[config.mk]
export PLATFORM = sky130hd
export DESIGN_NAME = line_window_dilate_erode_top
export DESIGN_NICKNAME = d
export VERILOG_FILES = /design/src/rtl/core/lwde_pkg.sv /design/src/rtl/core/line_window_dilate_erode_top.sv
export SDC_FILE = /design/constraint.sdc
export NUM_CORES = 1
export LEC_CHECK = 0
export BUFFER_PORTS_ARGS = -buffer_cell sky130_fd_sc_hd__buf_2
export CAP_MARGIN = 20
export CORE_MARGIN = 1.5
export CORE_UTILIZATION = 39
export CTS_BUF_LIST = sky130_fd_sc_hd__clkbuf_8 sky130_fd_sc_hd__clkbuf_16
export CTS_CLUSTER_DIAMETER = 30
export DETAILED_ROUTE_END_ITERATION = 12
export GPL_TIMING_DRIVEN = 0
export PLACE_DENSITY = 0.55
export SYNTH_ARGS = -nofsm -noshare
export SYNTH_HDL_FRONTEND = slang
export SYNTH_SLANG_ARGS = --single-unit
[constraint.sdc]
create_clock -name aclk -period 15.5 [get_ports aclk]
set_input_delay 3.1 -clock aclk [delete_from_list [all_inputs] [get_ports aclk]]
set_output_delay 3.1 -clock aclk [all_outputs]
set_load 0.02 [all_outputs]
[src/rtl/core/lwde_pkg.sv]
// Shared constants, codes and compare helpers for the line window dilate/erode block.
package lwde_pkg;

    localparam int PIX_W          = 8;
    localparam int WSIZE_W        = 4;
    localparam int MAX_WINDOW_DEF = 15;
    localparam int CFG_IDX_W      = 2;

    localparam logic [WSIZE_W-1:0] WSIZE_RESET = WSIZE_W'(3);

    typedef enum logic [CFG_IDX_W-1:0] {
        REG_WINDOW_SIZE = 2'd0,
        REG_MORPH_MODE  = 2'd1
    } cfg_reg_t;

    typedef enum logic {
        MODE_DILATE = 1'b0,
        MODE_ERODE  = 1'b1
    } morph_mode_t;

    typedef logic [PIX_W-1:0] pixel_t;

    // Max for dilation, min for erosion.
    function automatic pixel_t pick(input morph_mode_t mode, input pixel_t a, input pixel_t b);
        pixel_t r;
        if (mode == MODE_ERODE) begin
            r = (a < b) ? a : b;
        end else begin
            r = (a > b) ? a : b;
        end
        return r;
    endfunction

    // Neutral element of pick: never wins a compare.
    function automatic pixel_t ident(input morph_mode_t mode);
        pixel_t r;
        r = (mode == MODE_ERODE) ? '1 : '0;
        return r;
    endfunction

endpackage

[src/rtl/core/line_window_dilate_erode_top.sv]
// Top level: 1-D sliding window max/min over two pixel channels along one line.
// An accepted input beat's result beat is in the output register in the following cycle.
// Throughput: one pixel pair per cycle unless m_ready stalls; window shift line and a masked
// compare tree of depth clog2(MAX_WINDOW) sit between the input port and the output register.
// Reset (aresetn low, synchronous): window_size 3, dilation, fill count and output valid
// cleared; stored pixels are not cleared and never used in a result before being written.
module line_window_dilate_erode_top #(
    parameter int MAX_WINDOW = lwde_pkg::MAX_WINDOW_DEF
) (
    input  logic                           aclk,
    input  logic                           aresetn,

    input  logic                           cfg_wr_en,
    input  logic [lwde_pkg::CFG_IDX_W-1:0] cfg_index,
    input  logic [lwde_pkg::WSIZE_W-1:0]   cfg_data,

    input  logic                           s_valid,
    output logic                           s_ready,
    input  logic [lwde_pkg::PIX_W-1:0]     s_orig_pixel,
    input  logic [lwde_pkg::PIX_W-1:0]     s_inv_pixel,
    input  logic                           s_line_start,

    output logic                           m_valid,
    input  logic                           m_ready,
    output logic [lwde_pkg::PIX_W-1:0]     m_orig_out,
    output logic [lwde_pkg::PIX_W-1:0]     m_inv_out,
    output logic                           m_out_valid
);

    localparam int FILL_W = $clog2(MAX_WINDOW + 1);
    localparam int LEVELS = $clog2(MAX_WINDOW);
    localparam int TREE_N = 1 << LEVELS;

    // configuration
    logic [lwde_pkg::WSIZE_W-1:0] window_size_reg;
    lwde_pkg::morph_mode_t        morph_mode_reg;
    logic [lwde_pkg::WSIZE_W-1:0] w_eff;

    always_ff @(posedge aclk) begin
        if (!aresetn) begin
            window_size_reg <= lwde_pkg::WSIZE_RESET;
            morph_mode_reg  <= lwde_pkg::MODE_DILATE;
        end else if (cfg_wr_en) begin
            unique case (cfg_index)
                lwde_pkg::REG_WINDOW_SIZE: window_size_reg <= cfg_data;
                lwde_pkg::REG_MORPH_MODE:  morph_mode_reg  <= lwde_pkg::morph_mode_t'(cfg_data[0]);
                default: ;
            endcase
        end
    end

    always_comb begin
        if (window_size_reg == '0) begin
            w_eff = lwde_pkg::WSIZE_W'(1);
        end else if (int'(window_size_reg) > MAX_WINDOW) begin
            w_eff = lwde_pkg::WSIZE_W'(MAX_WINDOW);
        end else begin
            w_eff = window_size_reg;
        end
    end

    // window shift line, index 0 newest
    lwde_pkg::pixel_t orig_win_reg [MAX_WINDOW];
    lwde_pkg::pixel_t inv_win_reg  [MAX_WINDOW];
    lwde_pkg::pixel_t orig_win_next[MAX_WINDOW];
    lwde_pkg::pixel_t inv_win_next [MAX_WINDOW];
    logic [FILL_W-1:0] fill_reg, fill_next;

    logic accept;
    assign s_ready = !m_valid || m_ready;
    assign accept  = s_valid && s_ready;

    always_comb begin
        orig_win_next[0] = s_orig_pixel;
        inv_win_next[0]  = s_inv_pixel;
        for (int i = 1; i < MAX_WINDOW; i++) begin
            orig_win_next[i] = orig_win_reg[i-1];
            inv_win_next[i]  = inv_win_reg[i-1];
        end
        fill_next = s_line_start ? '0 : fill_reg;
        if (int'(fill_next) < MAX_WINDOW) begin
            fill_next = fill_next + FILL_W'(1);
        end
    end

    // masked compare tree over the updated window
    lwde_pkg::pixel_t orig_lvl[LEVELS+1][TREE_N];
    lwde_pkg::pixel_t inv_lvl [LEVELS+1][TREE_N];
    lwde_pkg::pixel_t id_pix;

    always_comb begin
        id_pix = lwde_pkg::ident(morph_mode_reg);
        for (int l = 0; l <= LEVELS; l++) begin
            for (int k = 0; k < TREE_N; k++) begin
                orig_lvl[l][k] = id_pix;
                inv_lvl[l][k]  = id_pix;
            end
        end
        for (int i = 0; i < MAX_WINDOW; i++) begin
            if (i < int'(w_eff)) begin
                orig_lvl[0][i] = orig_win_next[i];
                inv_lvl[0][i]  = inv_win_next[i];
            end
        end
        for (int l = 0; l < LEVELS; l++) begin
            for (int k = 0; k < (TREE_N >> (l + 1)); k++) begin
                orig_lvl[l+1][k] = lwde_pkg::pick(morph_mode_reg,
                                                  orig_lvl[l][2*k], orig_lvl[l][2*k+1]);
                inv_lvl[l+1][k]  = lwde_pkg::pick(morph_mode_reg,
                                                  inv_lvl[l][2*k], inv_lvl[l][2*k+1]);
            end
        end
    end

    logic full_next;
    assign full_next = int'(fill_next) >= int'(w_eff);

    // control registers
    logic m_valid_reg;

    always_ff @(posedge aclk) begin
        if (!aresetn) begin
            fill_reg    <= '0;
            m_valid_reg <= 1'b0;
        end else begin
            if (accept) begin
                fill_reg    <= fill_next;
                m_valid_reg <= 1'b1;
            end else if (m_ready) begin
                m_valid_reg <= 1'b0;
            end
        end
    end

    // payload registers
    lwde_pkg::pixel_t orig_out_reg, inv_out_reg;
    logic             out_valid_reg;

    always_ff @(posedge aclk) begin
        if (accept) begin
            for (int i = 0; i < MAX_WINDOW; i++) begin
                orig_win_reg[i] <= orig_win_next[i];
                inv_win_reg[i]  <= inv_win_next[i];
            end
            out_valid_reg <= full_next;
            orig_out_reg  <= full_next ? orig_lvl[LEVELS][0] : '0;
            inv_out_reg   <= full_next ? inv_lvl[LEVELS][0]  : '0;
        end
    end

    assign m_valid     = m_valid_reg;
    assign m_orig_out  = orig_out_reg;
    assign m_inv_out   = inv_out_reg;
    assign m_out_valid = out_valid_reg;

`ifndef SYNTH
    a_fill_bound: assert property (@(posedge aclk) disable iff (!aresetn)
        int'(fill_reg) <= MAX_WINDOW)
        else $error("fill count above window depth");

    a_beat_out: assert property (@(posedge aclk) disable iff (!aresetn)
        s_valid && s_ready |=> m_valid)
        else $error("accepted beat produced no result beat");

    a_start_not_full: assert property (@(posedge aclk) disable iff (!aresetn)
        s_valid && s_ready && s_line_start && (w_eff > lwde_pkg::WSIZE_W'(1)) |=> !m_out_valid)
        else $error("window reported full on first pixel of a line");

    a_zero_when_empty: assert property (@(posedge aclk) disable iff (!aresetn)
        m_valid && !m_out_valid |-> (m_orig_out == '0) && (m_inv_out == '0))
        else $error("result fields not zero while window not full");

    a_unit_window: assert property (@(posedge aclk) disable iff (!aresetn)
        s_valid && s_ready && (w_eff == lwde_pkg::WSIZE_W'(1))
        |=> m_out_valid && (m_orig_out == $past(s_orig_pixel))
            && (m_inv_out == $past(s_inv_pixel)))
        else $error("one-pixel window must pass the pixel through");
`endif

endmodule
# --- After elaboration in Yosys (flattened, before gate mapping) ---
# Memory sizes are Yosys's and may differ from the RTL's.
# Index checks and enable logic that the tools add are counted.
# W data, S select, Z words.
op_classes:
  div: 0
  n_addsub: 1
  mux: 128
  bitwise: 0
  n_reduce_logical: 8
  eq_ne: 1
  multipliers: 0
  shift: 0
  order_cmp: 77
op_table:
  columns: ["operator", "n"]
  rows:
  - ["$mux W8", 121]
  - ["$gt A8 B8 Y1", 30]
  - ["$lt A8 B8 Y1", 30]
  - ["$lt A4 B4 Y1 const A", 7]
  - ["$lt A3 B4 Y1 const A", 4]
  - ["$mux W4", 3]
  - ["$lt A1 B4 Y1 const A", 2]
  - ["$lt A2 B4 Y1 const A", 2]
  - ["$add A4 B1 Y4 const B", 1]
  - ["$ge A4 B4 Y1", 1]
  - ["$logic_not A4 Y1", 1]
  - ["$lt A4 B4 Y1 const B", 1]
  - ["$mux W1", 4]
  - ["$reduce_and A2 Y1", 2]
  - ["$eq A2 B1 Y1 const B", 1]
  - ["$logic_not A2 Y1", 1]
  - ["$reduce_bool A2 Y1", 1]
  - ["$logic_and A1 B1 Y1", 1]
  - ["$logic_not A1 Y1", 1]
  - ["$logic_or A1 B1 Y1", 1]
word_totals:
  romBits: 0
  register_bits: 27
  mem_bits_rw: 240
  mem_count: 2
  word_cells: 224
  inputBits: 28
  latch_bits: 0
  output_inout_bits: 19
memory_table:
  columns: ["name", "depth", "width", "rd", "rd_clocked_by_memory_dff", "wr", "line", "rtl"]
  rows:
  - ["inv_win_reg", 15, 8, 14, 0, 15, "line_window_dilate_erode_top.sv:64", "lwde_pkg::pixel_t inv_win_reg [MAX_WINDOW];"]
  - ["orig_win_reg", 15, 8, 14, 0, 15, "line_window_dilate_erode_top.sv:63", "lwde_pkg::pixel_t orig_win_reg [MAX_WINDOW];"]

# --- Logic depth before layout (Yosys ltp) ---
depth:
  ltp_word: 16
  mapped_depth: 45
  depth_no_buf: 41

# --- Least setup slack after synthesis ---
# Ideal clock, no wire load.
synth_path:
  path_kind: "input port to flip-flop"
  startpoint: "input m_ready"
  endpoint: "register fill_reg[1]"
  setup_time_ns: 0.141
  path_buffers: 1
  path_stages: 5
  required_ns: 15.359
  arrival_time_ns: 10.855
  slack_ns: 4.504
  path_cell_list: "nand2b_1 -> and2_1 -> clkbuf_1 -> mux2i_1 -> nor2b_1"
synth_between:
  elab_chain_len: 2
synth_lines:
  columns: ["item", "line", "rtl"]
  rows:
  - ["from (decl)", "line_window_dilate_erode_top.sv:24", "input logic m_ready,"]
  - ["$logic_or A1 B1 Y1", "line_window_dilate_erode_top.sv:70", "assign s_ready = !m_valid || m_ready;"]
  - ["$logic_and A1 B1 Y1", "line_window_dilate_erode_top.sv:71", "assign accept = s_valid && s_ready;"]
  - ["via accept", "line_window_dilate_erode_top.sv:69", "logic accept;"]
  - ["to (signal assigned)", "line_window_dilate_erode_top.sv:127", "fill_reg <= fill_next;"]
  - ["to (decl)", "line_window_dilate_erode_top.sv:67", "logic [FILL_W-1:0] fill_reg, fill_next;"]
# The timed path passes the listed nets, and every way through them passes these cells.
# A chain may end at the register's enable or synchronous reset.

# --- Worst setup path in the final report ---
layout_path:
  startpoint: "register morph_mode_reg"
  endpoint: "register inv_out_reg[1] (netlist: m_inv_out[1]) (data pin)"
layout_between:
  elab_chain_len: 14
  elab_cells_between_ends: 91
  cone_classes: "30 x order compare; 61 x mux"
layout_lines:
  columns: ["item", "line", "rtl"]
  rows:
  - ["from (decl)", "line_window_dilate_erode_top.sv:36", "lwde_pkg::morph_mode_t morph_mode_reg;"]
  - ["from (signal assigned)", "line_window_dilate_erode_top.sv:42", "morph_mode_reg <= lwde_pkg::MODE_DILATE;"]
  - ["from (signal assigned)", "line_window_dilate_erode_top.sv:46", "lwde_pkg::REG_MORPH_MODE: morph_mode_reg <= lwde_pkg::morph_mode_t'(cfg_data[0]);"]
  - ["$mux W8", "lwde_pkg.sv:37", "r = (mode == MODE_ERODE) ? '1 : '0;"]
  - ["$mux W8", "line_window_dilate_erode_top.sv:100", "if (i < int'(w_eff)) begin"]
  - ["$gt A8 B8 Y1 or $lt A8 B8 Y1 (tied branches)", "lwde_pkg.sv:29, lwde_pkg.sv:27", null]
  - ["$mux W8, on equally long branches", "lwde_pkg.sv:29, lwde_pkg.sv:27", null]
  - ["$mux W8", "lwde_pkg.sv:26", "if (mode == MODE_ERODE) begin"]
  - ["$gt A8 B8 Y1 or $lt A8 B8 Y1 (tied branches)", "lwde_pkg.sv:29, lwde_pkg.sv:27", null]
  - ["$mux W8, on equally long branches", "lwde_pkg.sv:29, lwde_pkg.sv:27", null]
  - ["$mux W8", "lwde_pkg.sv:26", null]
  - ["$gt A8 B8 Y1 or $lt A8 B8 Y1 (tied branches)", "lwde_pkg.sv:29, lwde_pkg.sv:27", null]
  - ["$mux W8, on equally long branches", "lwde_pkg.sv:29, lwde_pkg.sv:27", null]
  - ["$mux W8", "lwde_pkg.sv:26", null]
  - ["$gt A8 B8 Y1 or $lt A8 B8 Y1 (tied branches)", "lwde_pkg.sv:29, lwde_pkg.sv:27", null]
  - ["$mux W8, on equally long branches", "lwde_pkg.sv:29, lwde_pkg.sv:27", null]
  - ["$mux W8 (*)", "lwde_pkg.sv:26", null]
  - ["to (signal assigned)", "line_window_dilate_erode_top.sv:147", "inv_out_reg <= full_next ? inv_lvl[LEVELS][0] : '0;"]
  - ["to (decl)", "line_window_dilate_erode_top.sv:136", "lwde_pkg::pixel_t orig_out_reg, inv_out_reg;"]
# Mark *: on every way between the ends. The rest lies on a longest branch, timed or not.

==> results by group <==
Outcome
  • Outcome: completed

Final layout
  • Nets: 2856
  • Layout area overhead: 16.9%
  • Most frequent cells in the layout: 314 x a21oi_1, 271 x nand2_1, 245 x ha_1
  • Share of post-route cells with drive strength above 1: 13.2%
  • Final Util: approximately 46%
  • Finished Cell Area: 25700 um^2
  • Commonest non-fill, non-tap cell in the layout: a21oi_1

Global routing
  • Largest net degree at the start of global routing: 59
  • Global-route usage over all layers: 29.1%
  • Vias in the first global route: between 20000 and 25000
  • First-pass GRT wire length: ~130000 um
  • Initial antenna violation count: 2
  • Met2 GRT Util: between 40% and 50%
  • GRT overflow: 0
  • Met3 usage: 4.40%
  • Met1 Usage GRT: 37.7%
  • Global route hottest layer: met2

Synth
  • Top cell type's share of synthesized area: 32.9%
  • Yosys top cell by area: edfxtp_1
  • Post-synthesis sequential element count: 251
  • Seq/Total Area, Yosys: 33.8%
  • Area contributors post-synth: edfxtp_1 33%, ha_1 14%, a21oi_1 7.1%
  • Post-synthesis cell count: between 2000 and 2500
  • Syn nets: 2731
  • Top FF cell, synth: edfxtp_1
  • Post-synth cell types: 97
  • Syn. warnings: 0
  • Syn avg cell area: about 8.9 um^2
  • Post-synthesis cell area: 22000 um^2
  • FFs w/ async S/R, synth: 0%
  • Number of synthesized flops with an enable pin: ~240

STA
  • Tcrit/Tclk final: 87.1%
  • Rel. slew slack: 15.6%
  • Final hold viol count: 0
  • Least-Margin Pin Slew: 1.27 ns
  • # setup viols final: 0
  • RSZ-0062 raised after global routing: false
  • Skew final: roughly 0.034 ns
  • Worst Setup Slack, final: 1.99 ns
  • Max-slew violations: 0
  • Fmax: between 70 and 80 MHz
  • Sum Neg Setup Slack: 0 ns
  • Final min period: 13.51 ns

Worst setup path
  • CP Buf/Inv Count: 11
  • CP Launch Point: morph_mode_reg
  • Cells on worst reg2reg path: 40
  • CP startpoint kind: flop
  • Setup crit end: m_inv_out[1]
  • Crit. End Element: flop
  • CP required: 15.93 ns
  • CP dominant cell by count: buf_2
  • Crit-path max FO: 10
  • WP depth: 40
  • Crit-path slowest cell: nor2_1
  • Reg-to-reg endpoint: m_inv_out[1]
  • R2R Path Start: morph_mode_reg
  • Crit path DAT: 13.93 ns
  • Cell family with most CP delay: buffers and inverters
  • Crit path kind: flop to flop
  • Flop2flop setup slack: 1.99 ns
  • Crit-path max cell delay: 0.77 ns

Job
  • # Max-Cap Violations: 0

Placement
  • Place WS: between 2 and 2.5 ns
  • Port Buf Inserts: 45
  • HPWL reported at the end of detailed placement: 64500 um
  • Area post-placement: 23300 um^2
  • GP Congestion: 0.944

Drt
  • Wirelength, routed: approximately 84000 um
  • DRC violations left: 0
  • Total vias in the final route: 20700
  • Via density: a little over 6
  • DR WL/cell: 24.8 um
  • DRT iter0 DRCs: 2000
  • DRT antenna net count: 0
  • TritonRoute pass-1 iters: 5

Floorplanning
  • Num rows: 86
  • Starting density of the core: 39.7%
  • Die height: about 240 um
  • Boundary Pins: 47
  • Die area: 57800 um^2
  • Die Span X: 240 um
  • CORE AREA: 55400 um^2

CTS
  • Clk_lat worst skew: 0.63 ns
  • Clock slew at reported path FFs: 0.05 ns
  • H-tree depth: 3
  • CTS tree: built
  • Clock root buffer: clkbuf_16
  • CTS resizes: 0
  • Max Root-Sink Buffers: 3
  • Number of post-CTS setup repair buffers: 0
  • Num CTS Buffers: just over 70
  • Hold-fix buffers, CTS: 0
  • Clock tree sinks: 251

Power and ir drop
  • P_leak: ~11 nW
  • Power density over the cells: 167 nW/um^2
  • Max VDD drop: 0.105 mV

Hold path
  • Min-delay worst type: flop to flop
[power by group]
part / leakage [nW] / total (mW) / switching (mW) / internal, mW
sequential: 2.42 / 0.862 / 0.0447 / 0.818
clock: 1.18 / 1.44 / 0.494 / 0.944
combinational: 7.47 / 2.00 / 1.24 / 0.760
total: 11.1 / 4.30 / 1.78 / 2.52
[logic make-up (layout without fill, tap and decap cells)]
family | after synthesis | count (layout) | synth area share [%]
AO/OA/AOI/OAI | 795 | 795 | 23.3
XOR/XNOR | 1 | 1 | 0.0398
adder cells (fa/ha/maj) | 245 | 245 | 13.9
buffers and inverters | 257 | 439 | 4.79
flip-flops | 251 | 251 | 33.8
multiplexers | 179 | 179 | 8.49
other | 0 | 2 | 0
AND/OR/NAND/NOR | 730 | 730 | 15.6
[layout make-up]
class                           count  area, um^2
Inverter                          119         447
Fill cell                        5306       29700
Buffer                            138         611
Timing Repair Buffer               52         365
Antenna cell                        2        5.00
Tap cell                          748         936
Sequential cell                   251        7440
Clock inverter                     57         596
Multi-Input combinational cell   1950       13500
Clock buffer                       73        1800
[worst min-delay path by stage]
stage | endpoint | slack [ns] | start | cells after the start
after floorplan | orig_win_reg[0][44] | 0.42 | orig_win_reg[0][36] | 0
after global placement | orig_win_reg[0][44] | 0.43 | orig_win_reg[0][36] | 0
after detailed placement | orig_win_reg[1][3] | 0.43 | orig_win_reg[0][59] | 0
after CTS | orig_win_reg[1][3] | 0.44 | orig_win_reg[0][59] | 0
after global routing | inv_win_reg[0][29] | 0.46 | inv_win_reg[0][21] | 0
final | inv_win_reg[1][40] | 0.45 | inv_win_reg[1][32] | 0
[layer usage]
metal / vias up / wire [um]
li1: 9575 / -
met1: 10000 / 35800
met2: 915 / 38800
met3: 218 / 5230
met4: 0 / 4170
met5: - / 0
[per-stage QoR]
| step | total power, mW | hold slack [ns] | std cells |
|---|---|---|---|
| floorplan | 2.27 | 0.417 | 2458 |
| global placement | 2.79 | 0.434 | 3251 |
| detailed placement | 2.82 | 0.435 | 3257 |
| CTS | 4.28 | 0.445 | 3387 |
| global route | 4.54 | 0.461 | 3388 |
| finish | 4.30 | 0.451 | 3390 |
[Yosys cell counts (all sizes together), types with 11 or more instances]
library cell,count
a22oi,16
or3,18
a221oi,12
buf,71
o21ai,126
nand3,36
nor3,38
and2,22
o21a,21
a211oi,22
a21o,52
o2bb2ai,13
and3,23
or2,18
o31ai,18
nor2b,39
clkbuf,67
a21oi,316
nand4,47
nand2,272
o211ai,30
inv,119
edfxtp,241
o22ai,23
mux2i,119
nor2,181
a31oi,28
nand2b,11
ha,245
mux2,60
No activity file was read; power rests on OpenSTA's default activity.
